## config.mk

```make
export PLATFORM = sky130hd
export DESIGN_NAME = rectangle_overlap_sat_unit
export DESIGN_NICKNAME = d
export VERILOG_FILES = /design/src/rtl/rosat_pkg.sv /design/src/rtl/rosat_front.sv /design/src/rtl/rosat_back.sv /design/src/rtl/rectangle_overlap_sat_unit.sv
export SDC_FILE = /design/constraint.sdc
export NUM_CORES = 2
export LEC_CHECK = 0
export BUFFER_PORTS_ARGS = -buffer_cell sky130_fd_sc_hd__buf_2
export CORE_AREA = 2 2 283 285
export DETAILED_ROUTE_END_ITERATION = 10
export DIE_AREA = 0 0 285 287
export GPL_TIMING_DRIVEN = 0
export HOLD_SLACK_MARGIN = 0.12
export PLACE_DENSITY_LB_ADDON = 0.05
export SLEW_MARGIN = 25
export SYNTH_ARGS = -nofsm -noshare
export SYNTH_HDL_FRONTEND = slang
export SYNTH_SLANG_ARGS = --single-unit
```

## constraint.sdc

```tcl
create_clock -name clk -period 8.85 [get_ports clk]
set_input_delay 0 -clock clk [delete_from_list [all_inputs] [get_ports clk]]
set_output_delay 0 -clock clk [all_outputs]
set_load 0.005 [all_outputs]
```

## src/rtl/rosat_pkg.sv

```systemverilog
package rosat_pkg;

  // Queue between the front and the back part
  localparam int unsigned QUEUE_DEPTH = 2;
  localparam int unsigned QPTR_BITS   = $clog2(QUEUE_DEPTH);

  // Corner store geometry: two rectangles of four corners each
  localparam int unsigned STORE_DEPTH = 8;
  localparam int unsigned ADDR_BITS   = $clog2(STORE_DEPTH);

  // Classification of one queued transaction
  typedef struct packed {
    logic                 run_test;
    logic [ADDR_BITS-1:0] addr;
  } rosat_tag_t;

  // Sequencer of the overlap test
  typedef enum logic [2:0] {
    ST_IDLE,
    ST_EDGE_A,
    ST_EDGE_B,
    ST_NORM,
    ST_PROJ_RD,
    ST_PROJ_MUL,
    ST_PROJ_SUM,
    ST_CHECK
  } rosat_state_t;

endpackage

```

## src/rtl/rosat_front.sv

```systemverilog
module rosat_front #(
  parameter int COORD_BITS = 15
) (
  input  logic                    clk,
  input  logic                    rst,
  input  logic                    start,
  output logic                    busy,
  input  logic                    shape_select,
  input  logic [1:0]              corner_index,
  input  logic [COORD_BITS-1:0]   x_coord,
  input  logic [COORD_BITS-1:0]   y_coord,
  input  logic                    last,
  output logic                    q_valid,
  output rosat_pkg::rosat_tag_t   q_tag,
  output logic [COORD_BITS-1:0]   q_x,
  output logic [COORD_BITS-1:0]   q_y,
  input  logic                    q_pop
);

  rosat_pkg::rosat_tag_t tag_q [rosat_pkg::QUEUE_DEPTH];
  logic [COORD_BITS-1:0] x_q   [rosat_pkg::QUEUE_DEPTH];
  logic [COORD_BITS-1:0] y_q   [rosat_pkg::QUEUE_DEPTH];

  logic [rosat_pkg::QPTR_BITS-1:0] wr_ptr;
  logic [rosat_pkg::QPTR_BITS-1:0] rd_ptr;
  logic [rosat_pkg::QPTR_BITS:0]   count;
  logic                            push;
  logic                            pop;
  rosat_pkg::rosat_tag_t           in_tag;

  // Classify the incoming corner: store address and whether it runs the test
  always_comb begin
    in_tag.run_test = last;
    in_tag.addr     = {shape_select, corner_index};
  end

  assign busy    = (count == (rosat_pkg::QPTR_BITS+1)'(rosat_pkg::QUEUE_DEPTH));
  assign push    = start && !busy;
  assign q_valid = (count != '0);
  assign pop     = q_pop && q_valid;

  assign q_tag = tag_q[rd_ptr];
  assign q_x   = x_q[rd_ptr];
  assign q_y   = y_q[rd_ptr];

  // Hold queued transactions
  always_ff @(posedge clk) begin
    if (push) begin
      tag_q[wr_ptr] <= in_tag;
      x_q[wr_ptr]   <= x_coord;
      y_q[wr_ptr]   <= y_coord;
    end
  end

  // Advance pointers and occupancy
  always_ff @(posedge clk) begin
    if (rst) begin
      wr_ptr <= '0;
      rd_ptr <= '0;
      count  <= '0;
    end else begin
      if (push) begin
        wr_ptr <= wr_ptr + 1'b1;
      end
      if (pop) begin
        rd_ptr <= rd_ptr + 1'b1;
      end
      if (push && !pop) begin
        count <= count + 1'b1;
      end else if (pop && !push) begin
        count <= count - 1'b1;
      end
    end
  end

endmodule

```

## src/rtl/rosat_back.sv

```systemverilog
module rosat_back #(
  parameter int COORD_BITS = 15
) (
  input  logic                    clk,
  input  logic                    rst,
  input  logic                    q_valid,
  input  rosat_pkg::rosat_tag_t   q_tag,
  input  logic [COORD_BITS-1:0]   q_x,
  input  logic [COORD_BITS-1:0]   q_y,
  output logic                    q_pop,
  output logic                    done,
  output logic                    collides
);

  localparam int NW = COORD_BITS + 1;     // edge normal
  localparam int MW = 2 * COORD_BITS + 1; // one product
  localparam int PW = 2 * COORD_BITS + 2; // dot product

  rosat_pkg::rosat_state_t state;
  rosat_pkg::rosat_state_t state_next;

  // Corner store: y in the high half, x in the low half
  logic [2*COORD_BITS-1:0] mem [rosat_pkg::STORE_DEPTH];
  logic [2*COORD_BITS-1:0] rd_data;
  logic [rosat_pkg::ADDR_BITS-1:0] raddr;

  logic [1:0]                      axis;
  logic [rosat_pkg::ADDR_BITS-1:0] k;
  logic signed [COORD_BITS-1:0]    a_x;
  logic signed [COORD_BITS-1:0]    a_y;
  logic signed [NW-1:0]            norm_x;
  logic signed [NW-1:0]            norm_y;
  logic signed [MW-1:0]            prod_x;
  logic signed [MW-1:0]            prod_y;
  logic signed [PW-1:0]            proj;
  logic signed [PW-1:0]            lo0;
  logic signed [PW-1:0]            hi0;
  logic signed [PW-1:0]            lo1;
  logic signed [PW-1:0]            hi1;
  logic signed [COORD_BITS-1:0]    rd_x;
  logic signed [COORD_BITS-1:0]    rd_y;
  logic                            ovl;

  assign rd_x = rd_data[COORD_BITS-1:0];
  assign rd_y = rd_data[2*COORD_BITS-1:COORD_BITS];
  assign proj = PW'(prod_x) + PW'(prod_y);
  assign ovl  = ((lo0 <= lo1) && (lo1 <= hi0)) || ((lo1 <= lo0) && (lo0 <= hi1));

  // Next state, pop and read address
  always_comb begin
    state_next = state;
    q_pop      = 1'b0;
    raddr      = k;
    case (state)
      rosat_pkg::ST_IDLE: begin
        if (q_valid) begin
          q_pop = 1'b1;
          if (q_tag.run_test) begin
            state_next = rosat_pkg::ST_EDGE_A;
          end
        end
      end
      rosat_pkg::ST_EDGE_A: begin
        raddr      = {axis[1], 1'b0, axis[0]};
        state_next = rosat_pkg::ST_EDGE_B;
      end
      rosat_pkg::ST_EDGE_B: begin
        raddr      = {axis[1], (axis[0] ? 2'd2 : 2'd1)};
        state_next = rosat_pkg::ST_NORM;
      end
      rosat_pkg::ST_NORM: begin
        state_next = rosat_pkg::ST_PROJ_RD;
      end
      rosat_pkg::ST_PROJ_RD: begin
        state_next = rosat_pkg::ST_PROJ_MUL;
      end
      rosat_pkg::ST_PROJ_MUL: begin
        state_next = rosat_pkg::ST_PROJ_SUM;
      end
      rosat_pkg::ST_PROJ_SUM: begin
        if (k == '1) begin
          state_next = rosat_pkg::ST_CHECK;
        end else begin
          state_next = rosat_pkg::ST_PROJ_RD;
        end
      end
      rosat_pkg::ST_CHECK: begin
        if (!ovl || (axis == 2'd3)) begin
          state_next = rosat_pkg::ST_IDLE;
        end else begin
          state_next = rosat_pkg::ST_EDGE_A;
        end
      end
      default: begin
        state_next = rosat_pkg::ST_IDLE;
      end
    endcase
  end

  // Write corners from the queue, read one entry a cycle
  always_ff @(posedge clk) begin
    if (q_pop) begin
      mem[q_tag.addr] <= {q_y, q_x};
    end
    rd_data <= mem[raddr];
  end

  // Control state and result strobe
  always_ff @(posedge clk) begin
    if (rst) begin
      state <= rosat_pkg::ST_IDLE;
      axis  <= '0;
      k     <= '0;
      done  <= 1'b0;
    end else begin
      state <= state_next;
      done  <= (state == rosat_pkg::ST_CHECK) && (!ovl || (axis == 2'd3));
      case (state)
        rosat_pkg::ST_IDLE: begin
          axis <= '0;
          k    <= '0;
        end
        rosat_pkg::ST_NORM: begin
          k <= '0;
        end
        rosat_pkg::ST_PROJ_SUM: begin
          k <= k + 1'b1;
        end
        rosat_pkg::ST_CHECK: begin
          axis <= axis + 1'b1;
        end
        default: begin
        end
      endcase
    end
  end

  // Datapath: edge normal, products, projection range
  always_ff @(posedge clk) begin
    collides <= ovl;
    case (state)
      rosat_pkg::ST_EDGE_B: begin
        a_x <= rd_x;
        a_y <= rd_y;
      end
      rosat_pkg::ST_NORM: begin
        norm_x <= NW'(rd_y) - NW'(a_y);
        norm_y <= NW'(a_x) - NW'(rd_x);
      end
      rosat_pkg::ST_PROJ_MUL: begin
        prod_x <= MW'(rd_x) * MW'(norm_x);
        prod_y <= MW'(rd_y) * MW'(norm_y);
      end
      rosat_pkg::ST_PROJ_SUM: begin
        if (!k[2]) begin
          if ((k[1:0] == 2'd0) || (proj < lo0)) lo0 <= proj;
          if ((k[1:0] == 2'd0) || (proj > hi0)) hi0 <= proj;
        end else begin
          if ((k[1:0] == 2'd0) || (proj < lo1)) lo1 <= proj;
          if ((k[1:0] == 2'd0) || (proj > hi1)) hi1 <= proj;
        end
      end
      default: begin
      end
    endcase
  end

endmodule

```

## src/rtl/rectangle_overlap_sat_unit.sv

```systemverilog
// Channel  | Handshake     | Payload
// ---------+---------------+--------------------------------------------------
// corner   | start / busy  | shape_select, corner_index, x_coord, y_coord, last
// result   | done (strobe) | collides
//
// A corner is taken when start is high and busy is low; busy rises only when
// the two-entry queue is full. While no test runs, a corner leaves the queue
// and reaches the store at the edge after it is taken. A corner with last runs
// the test on one store read port and two multipliers over up to four axes:
// for each axis it reads two corners, forms the edge normal, projects all eight
// corners and stops at a separating axis. done lasts one cycle and cannot be
// stalled. Synchronous reset empties the queue and idles the test.
module rectangle_overlap_sat_unit #(
  parameter int COORD_BITS = 15
) (
  input  logic                  clk,
  input  logic                  rst,
  input  logic                  start,
  output logic                  busy,
  input  logic                  shape_select,
  input  logic [1:0]            corner_index,
  input  logic [COORD_BITS-1:0] x_coord,
  input  logic [COORD_BITS-1:0] y_coord,
  input  logic                  last,
  output logic                  done,
  output logic                  collides
);

  logic                  q_valid;
  logic                  q_pop;
  rosat_pkg::rosat_tag_t q_tag;
  logic [COORD_BITS-1:0] q_x;
  logic [COORD_BITS-1:0] q_y;

  rosat_front #(
    .COORD_BITS(COORD_BITS)
  ) u_front (
    .clk          (clk),
    .rst          (rst),
    .start        (start),
    .busy         (busy),
    .shape_select (shape_select),
    .corner_index (corner_index),
    .x_coord      (x_coord),
    .y_coord      (y_coord),
    .last         (last),
    .q_valid      (q_valid),
    .q_tag        (q_tag),
    .q_x          (q_x),
    .q_y          (q_y),
    .q_pop        (q_pop)
  );

  rosat_back #(
    .COORD_BITS(COORD_BITS)
  ) u_back (
    .clk      (clk),
    .rst      (rst),
    .q_valid  (q_valid),
    .q_tag    (q_tag),
    .q_x      (q_x),
    .q_y      (q_y),
    .q_pop    (q_pop),
    .done     (done),
    .collides (collides)
  );

endmodule
```

After elaboration in Yosys (flattened, before gate mapping). Memories as Yosys holds them, arrays and structs flattened. A register that Yosys moved wholly into a read port is not among the register bits. Index checks and enable logic that the tools add are counted. W data, S select, Z words.

Add/sub/neg operators: 9. $mul: 2. Order comparisons: 8. Equality and inequality tests: 12. Muxes and demuxes: 23. Bitwise operators: 1. Reduce and logical (&&, ||, !) cells: 29.

Operator list (count): $le A32 B32 Y1 (4); $gt A32 B32 Y1 (2); $lt A32 B32 Y1 (2); $mul A15 B16 Y31 (2); $add A31 B31 Y32 (1); $sub A15 B15 Y16 (2); $pmux W3 S8 (1); $eq A3 B3 Y1 const B (5); $mux W1 (13); $pmux W3 S2 (2); $reduce_and A3 Y1 (4); $mux W2 (4); $reduce_bool A2 Y1 (4); $logic_and A1 B1 Y1 (7); $eq A3 B2 Y1 const B (2); $logic_or A1 B1 Y1 (6); $mux W3 (2); $add A2 B1 Y2 const B (2); $eq A2 B2 Y1 const B (2); $logic_not A1 Y1 (4); $ne A2 B2 Y1 const B (2); $pmux W2 S2 (1); $add A3 B1 Y3 const B (1); $eq A3 B1 Y1 const B (1); other kinds (7) (8).

Bits in registers: 266. Memory bits (writable): 308. Bits of input ports: 37. Output and inout port bits: 3. Word-level logic and storage cells: 106. Memories kept: 4.

Memories: u_back.mem (depth 8, bits a word 30, read ports 1, clocked after Yosys merged registers in 1, write ports 1, RTL line rosat_back.sv:23) `logic [2*COORD_BITS-1:0] mem [rosat_pkg::STORE_DEPTH];`; u_front.x_q (depth 2, bits a word 15, read ports 1, clocked after Yosys merged registers in 1, write ports 1, RTL line rosat_front.sv:21) `logic [COORD_BITS-1:0] x_q [rosat_pkg::QUEUE_DEPTH];`; u_front.y_q (depth 2, bits a word 15, read ports 1, clocked after Yosys merged registers in 1, write ports 1, RTL line rosat_front.sv:22) `logic [COORD_BITS-1:0] y_q [rosat_pkg::QUEUE_DEPTH];`; u_front.tag_q (depth 2, bits a word 4, read ports 1, clocked after Yosys merged registers in 1, write ports 1, RTL line rosat_front.sv:20) `rosat_pkg::rosat_tag_t tag_q [rosat_pkg::QUEUE_DEPTH];`.

Logic depth before layout (Yosys ltp).
Word-level depth: 7. Mapped depth: 25. Gate-level depth less buffers: 23.

Cells and area by module. From an unflattened synthesis, not the netlist that was laid out.

Cells, all modules: 4188. Area total of the unflattened synthesis: 47302.9 um2.

By module, submodules not included: rosat_back (times used 1, cells each 4057, area an instance 44635.3 um2, sequential area each 15574.9 um2); rosat_front (times used 1, cells each 131, area an instance 2667.6 um2, sequential area each 2142.1 um2).

Worst setup path after synthesis. Ideal clock, no wire load.

Kind: reg-to-reg. Start: register u_back.prod_y[0]. End: register u_back.hi1[0], enable pin. Setup time: 461 ps. Data arrival time: 6264 ps. Data required time: 8389 ps. Path slack: 2125 ps. Stages on the path, launching flop included: 21. Buffers on the path: 0. Period minus slack after synthesis: 6725 ps. Path through: edfxtp_1 ha_1 inv_1 fa_1 nor2b_1 o31a_1 o311a_1 o31ai_2 a21oi_1 o211a_1 o21ai_2 nor2_1 a211oi_1 ha_1 nand4_1 nor3_1 nand3_1 or3_1 a211oi_1 nor3_1 nor3_1.

Longest elaborated chain between the ends: 4.

RTL lines: start, declared (RTL line rosat_back.sv:34) `logic signed [MW-1:0] prod_y;`; start signal, assigned (RTL line rosat_back.sv:152) `prod_y <= MW'(rd_y) * MW'(norm_y);`; $add A31 B31 Y32 (RTL line rosat_back.sv:46) `assign proj = PW'(prod_x) + PW'(prod_y);`; net u_back.proj[28] (RTL line rosat_back.sv:35) `logic signed [PW-1:0] proj;`; $gt A32 B32 Y1 (RTL line rosat_back.sv:160) `if ((k[1:0] == 2'd0) || (proj > hi1)) hi1 <= proj;`; $logic_or A1 B1 Y1 (RTL line rosat_back.sv:160); $reduce_and A3 Y1 (no line); end signal, assigned (RTL line rosat_back.sv:160); end, declared (RTL line rosat_back.sv:39) `logic signed [PW-1:0] hi1;`.

The timed path passes the listed nets, and every way through them passes these cells. A chain may end at the register's enable or synchronous reset.

Final worst setup path.
Start: register u_back.rd_data[1], read port of u_back.mem. End: register u_back.prod_x[28] (data pin).

Longest elaborated chain between the ends: 1.

RTL lines: start, declared (RTL line rosat_back.sv:24) `logic [2*COORD_BITS-1:0] rd_data;`; $mul A15 B16 Y31 (RTL line rosat_back.sv:151) `prod_x <= MW'(rd_x) * MW'(norm_x);`; end signal, assigned (RTL line rosat_back.sv:151); end, declared (RTL line rosat_back.sv:33) `logic signed [MW-1:0] prod_x;`.

No other way between the ends.

==> impl_metrics.yaml <==
floorplan:
  io_pins: 40
  start_util: 0.596
  die_x_um: 285
  coreArea_um2: 78600
  fp-row-count: 103
  dieArea_um2: 81800
  die_y_um: 287
synth:
  ys_seq_area_frac: 0.378
  async_reset_ff_frac: 0
  synthesis.nets: 4965
  synth_top_area_frac: 0.359
  synth_compound_area_frac: 0.0703
  synth_xor_xnor_area_share: 0.0202
  synth_commonest_cells: "776 x inv_1, 560 x edfxtp_1, 473 x fa_1"
  synth_most_common_cell: "inv_1"
  syn_inst: 3999
  yosys_warnings: 0
  synth_top_area_cell: "edfxtp_1"
  synth-main-ff-cell: "edfxtp_1"
  synth_cell_types: 75
  synth_edf_count: 560
  synthSimpleGateAreaFrac: 0.0922
  synthTopCellsByArea: "edfxtp_1 36%, fa_1 20%, ha_1 12%, inv_1 6.2%, and2_1 3.1%"
  muxShareOfSynthArea: 0.0451
  synth_top_family_by_area: "adder cells"
  synth_area_um2: 46800
  ys_ff_latch: 605
  syn_avg_cell_area_um2: 11.7
  synth-adder-area-share: 0.324
cells_and_area:
  final_area_um2: 51700
  n_antenna_cell: 0
  fillers: 6048
  multi_input_area_um2: 26000
  syn_to_final_growth_pct: 10.5
  nNetsFinal: 5164
  seqCellArea_um2: 17700
  drive_above_1_share: 0.0760
  layout.cells.non_filler: 5302
worst_setup_path:
  slowest_stage: "dfxtp_1"
  slowest_delay_ps: 730
  required_ps: 9180
  crit_top_cell: "fa_1"
  critPathKind: "register to register"
  path_depth: 22
  r2r_cells: 22
  startpoint: "u_back.rd_data[1]"
  reg2reg_from: "u_back.rd_data[1]"
  path_max_fanout: 10
  critical_path_buf_inv_count: 6
  cp.arrival_ps: 8060
  regToRegSetupSlack_ps: 1120
  path_cells: "clkbuf_1, nand2_1, fa_1, fa_1, inv_1, fa_1, inv_1, fa_1, inv_1, fa_1, inv_1, fa_1, inv_1, ha_1, nand3_1, nor4_1, o41a_1, nand3_1, o31ai_2, a211o_1, a41oi_1, xnor2_1"
  rr_endpoint: "u_back.prod_x[28]"
  cp-start-kind: "register"
  critPathCapture: "u_back.prod_x[28]"
  cpLargestDelayFamily: "adder cells"
  worst_setup_path_end_kind: "register"
clocking:
  clk_root_buffer_cell: "clkbuf_16"
  cts_made_buffers: 67
  cts_hold_buf: 70
  cts_resized: 0
  clk_latency_ps: 640
  cts_tree: "done"
  cts_setup_buffers: 0
  h-tree-depth: 3
  clk_pin_slew_ps: 60
  cts.sinks: 605
  clockBufferDepth: 3
routing:
  vias: 29300
  drt_pass1_iterations: 6
  drtIter0Drc: 1692
  remaining_drc_errors: 0
  ant_nets: 0
  viasPerCell: 5.52
  wire_per_inst_um: 19.6
  wirelength_um: 104000
timing:
  setup_violations: 0
  timing.fmax_mhz: 129
  hold_violations: 0
  rsz0062_at_grt: "no"
  skew_ps: 47.9
  worst_pin_slew_ps: 925
  slew_viol_final: 0
  slew_headroom: 0.367
  period_needed_ps: 7730
  totalNegativeSetupSlack_ps: 0
  fin_ws_ps: 1120
  period_share: 0.874
placement:
  place_inst: 5109
  placed_area_um2: 48800
  pre_cts_ws_ps: 959
  portBuffers: 39
  post-dp-hpwl_um: 80800
  gp_congestion: 0.888
global_route:
  grt_pass1_vias: 30300
  antenna_found_initial: 1
  grt_use_total: 0.262
  grt-ovfl-total: 0
  grt_max_degree: 33
  grt_pass1_wl_um: 165000
run_status:
  status: "complete, no violations"
hold_path:
  hp-class: "input pin to register"
job:
  drv_cap: 0
## metal layers
layer  vias up  wire length, um  GRT usage
li1      13800                -          -
met1     14600            44600      0.346
met5         -                0          0
met2       681            50700      0.450
met4         0             3490     0.0861
met3       181             4960     0.0352
## flip-flops by register name, indices dropped and copies added (netlist names), 31 cells and up, named ones only
| register | flops |
|---|---|
| u_back.hi1 | 32 |
| u_back.lo0 | 32 |
| u_back.lo1 | 32 |
| u_back.hi0 | 32 |
| u_back.mem | 240 |
| u_back.prod_x | 31 |
| u_back.prod_y | 31 |
## stage by stage
stage | hold slack (ps) | util
2_1_floorplan | 78.3 | -
3_3_place_gp | 186 | 0.615
3_5_place_dp | 191 | 0.621
4_1_cts | 170 | 0.658
5_1_grt | 198 | 0.658
6_report | 209 | 0.658
## worst register-to-register path, delay by kind of cell (launching register included)
| family | cells | cell delay [ps] |
|---|---|---|
| adder cells (fa/ha/maj) | 7 | 3400 |
| XOR/XNOR | 1 | 490 |
| flip-flops | 1 | 730 |
| buffers and inverters | 6 | 930 |
| AND/OR/NAND/NOR | 4 | 900 |
| AO/OA/AOI/OAI | 4 | 990 |
## logic make-up after synthesis
logic type | count (synthesis)
and+or+nand+nor | 870
AOI/OAI and AO/OA | 492
adders and majority gates | 929
xor gates and xnor gates | 108
muxes | 128
buffers and inverters | 867
DFF | 605
## cell type report
type                    count  area share
clock buffers              84      0.0340
clock inverters            39     0.00801
multi-input cells        2527       0.502
flip-flops and latches    605       0.343
inverters                 776      0.0563
repair buffers            130      0.0251
well taps                1050      0.0254
plain buffers              91     0.00677
## placed cells by master (no fill, tap or decap), types with 20 or more instances in the layout
cell and instances:
and2_1 231, edfxtp_1 560, a21o_1 108, inv_1 776, nand2b_1 29, o21ai_0 73
a211oi_1 20, nand3_1 28, nor2_1 136, dfxtp_1 45, buf_2 46, nand4_1 46
clkbuf_16 67, dlygate4sd3_1 70, nand2_1 280, xor2_1 23, clkbuf_1 95, ha_1 456
mux2_2 63, o21a_1 26, nor3_1 36, xnor2_1 85, a21oi_1 133, fa_1 473
nor2b_1 27, mux4_2 60
## worst min path at each step
stage | from | endpoint | cells after the start
floorplan | rst | u_back.axis[1] | 1
global placement | shape_select | u_front.tag_q[1][2] | 1
detailed placement | y_coord[3] | u_front.y_q[0][3] | 1
CTS | rst | u_back.axis[1] | 3
global route | rst | u_back.axis[1] | 3
finish | rst | u_back.axis[1] | 3
Power is not shown: default switching activity piles up to over one toggle a cycle in this logic, so the estimate is an artifact.
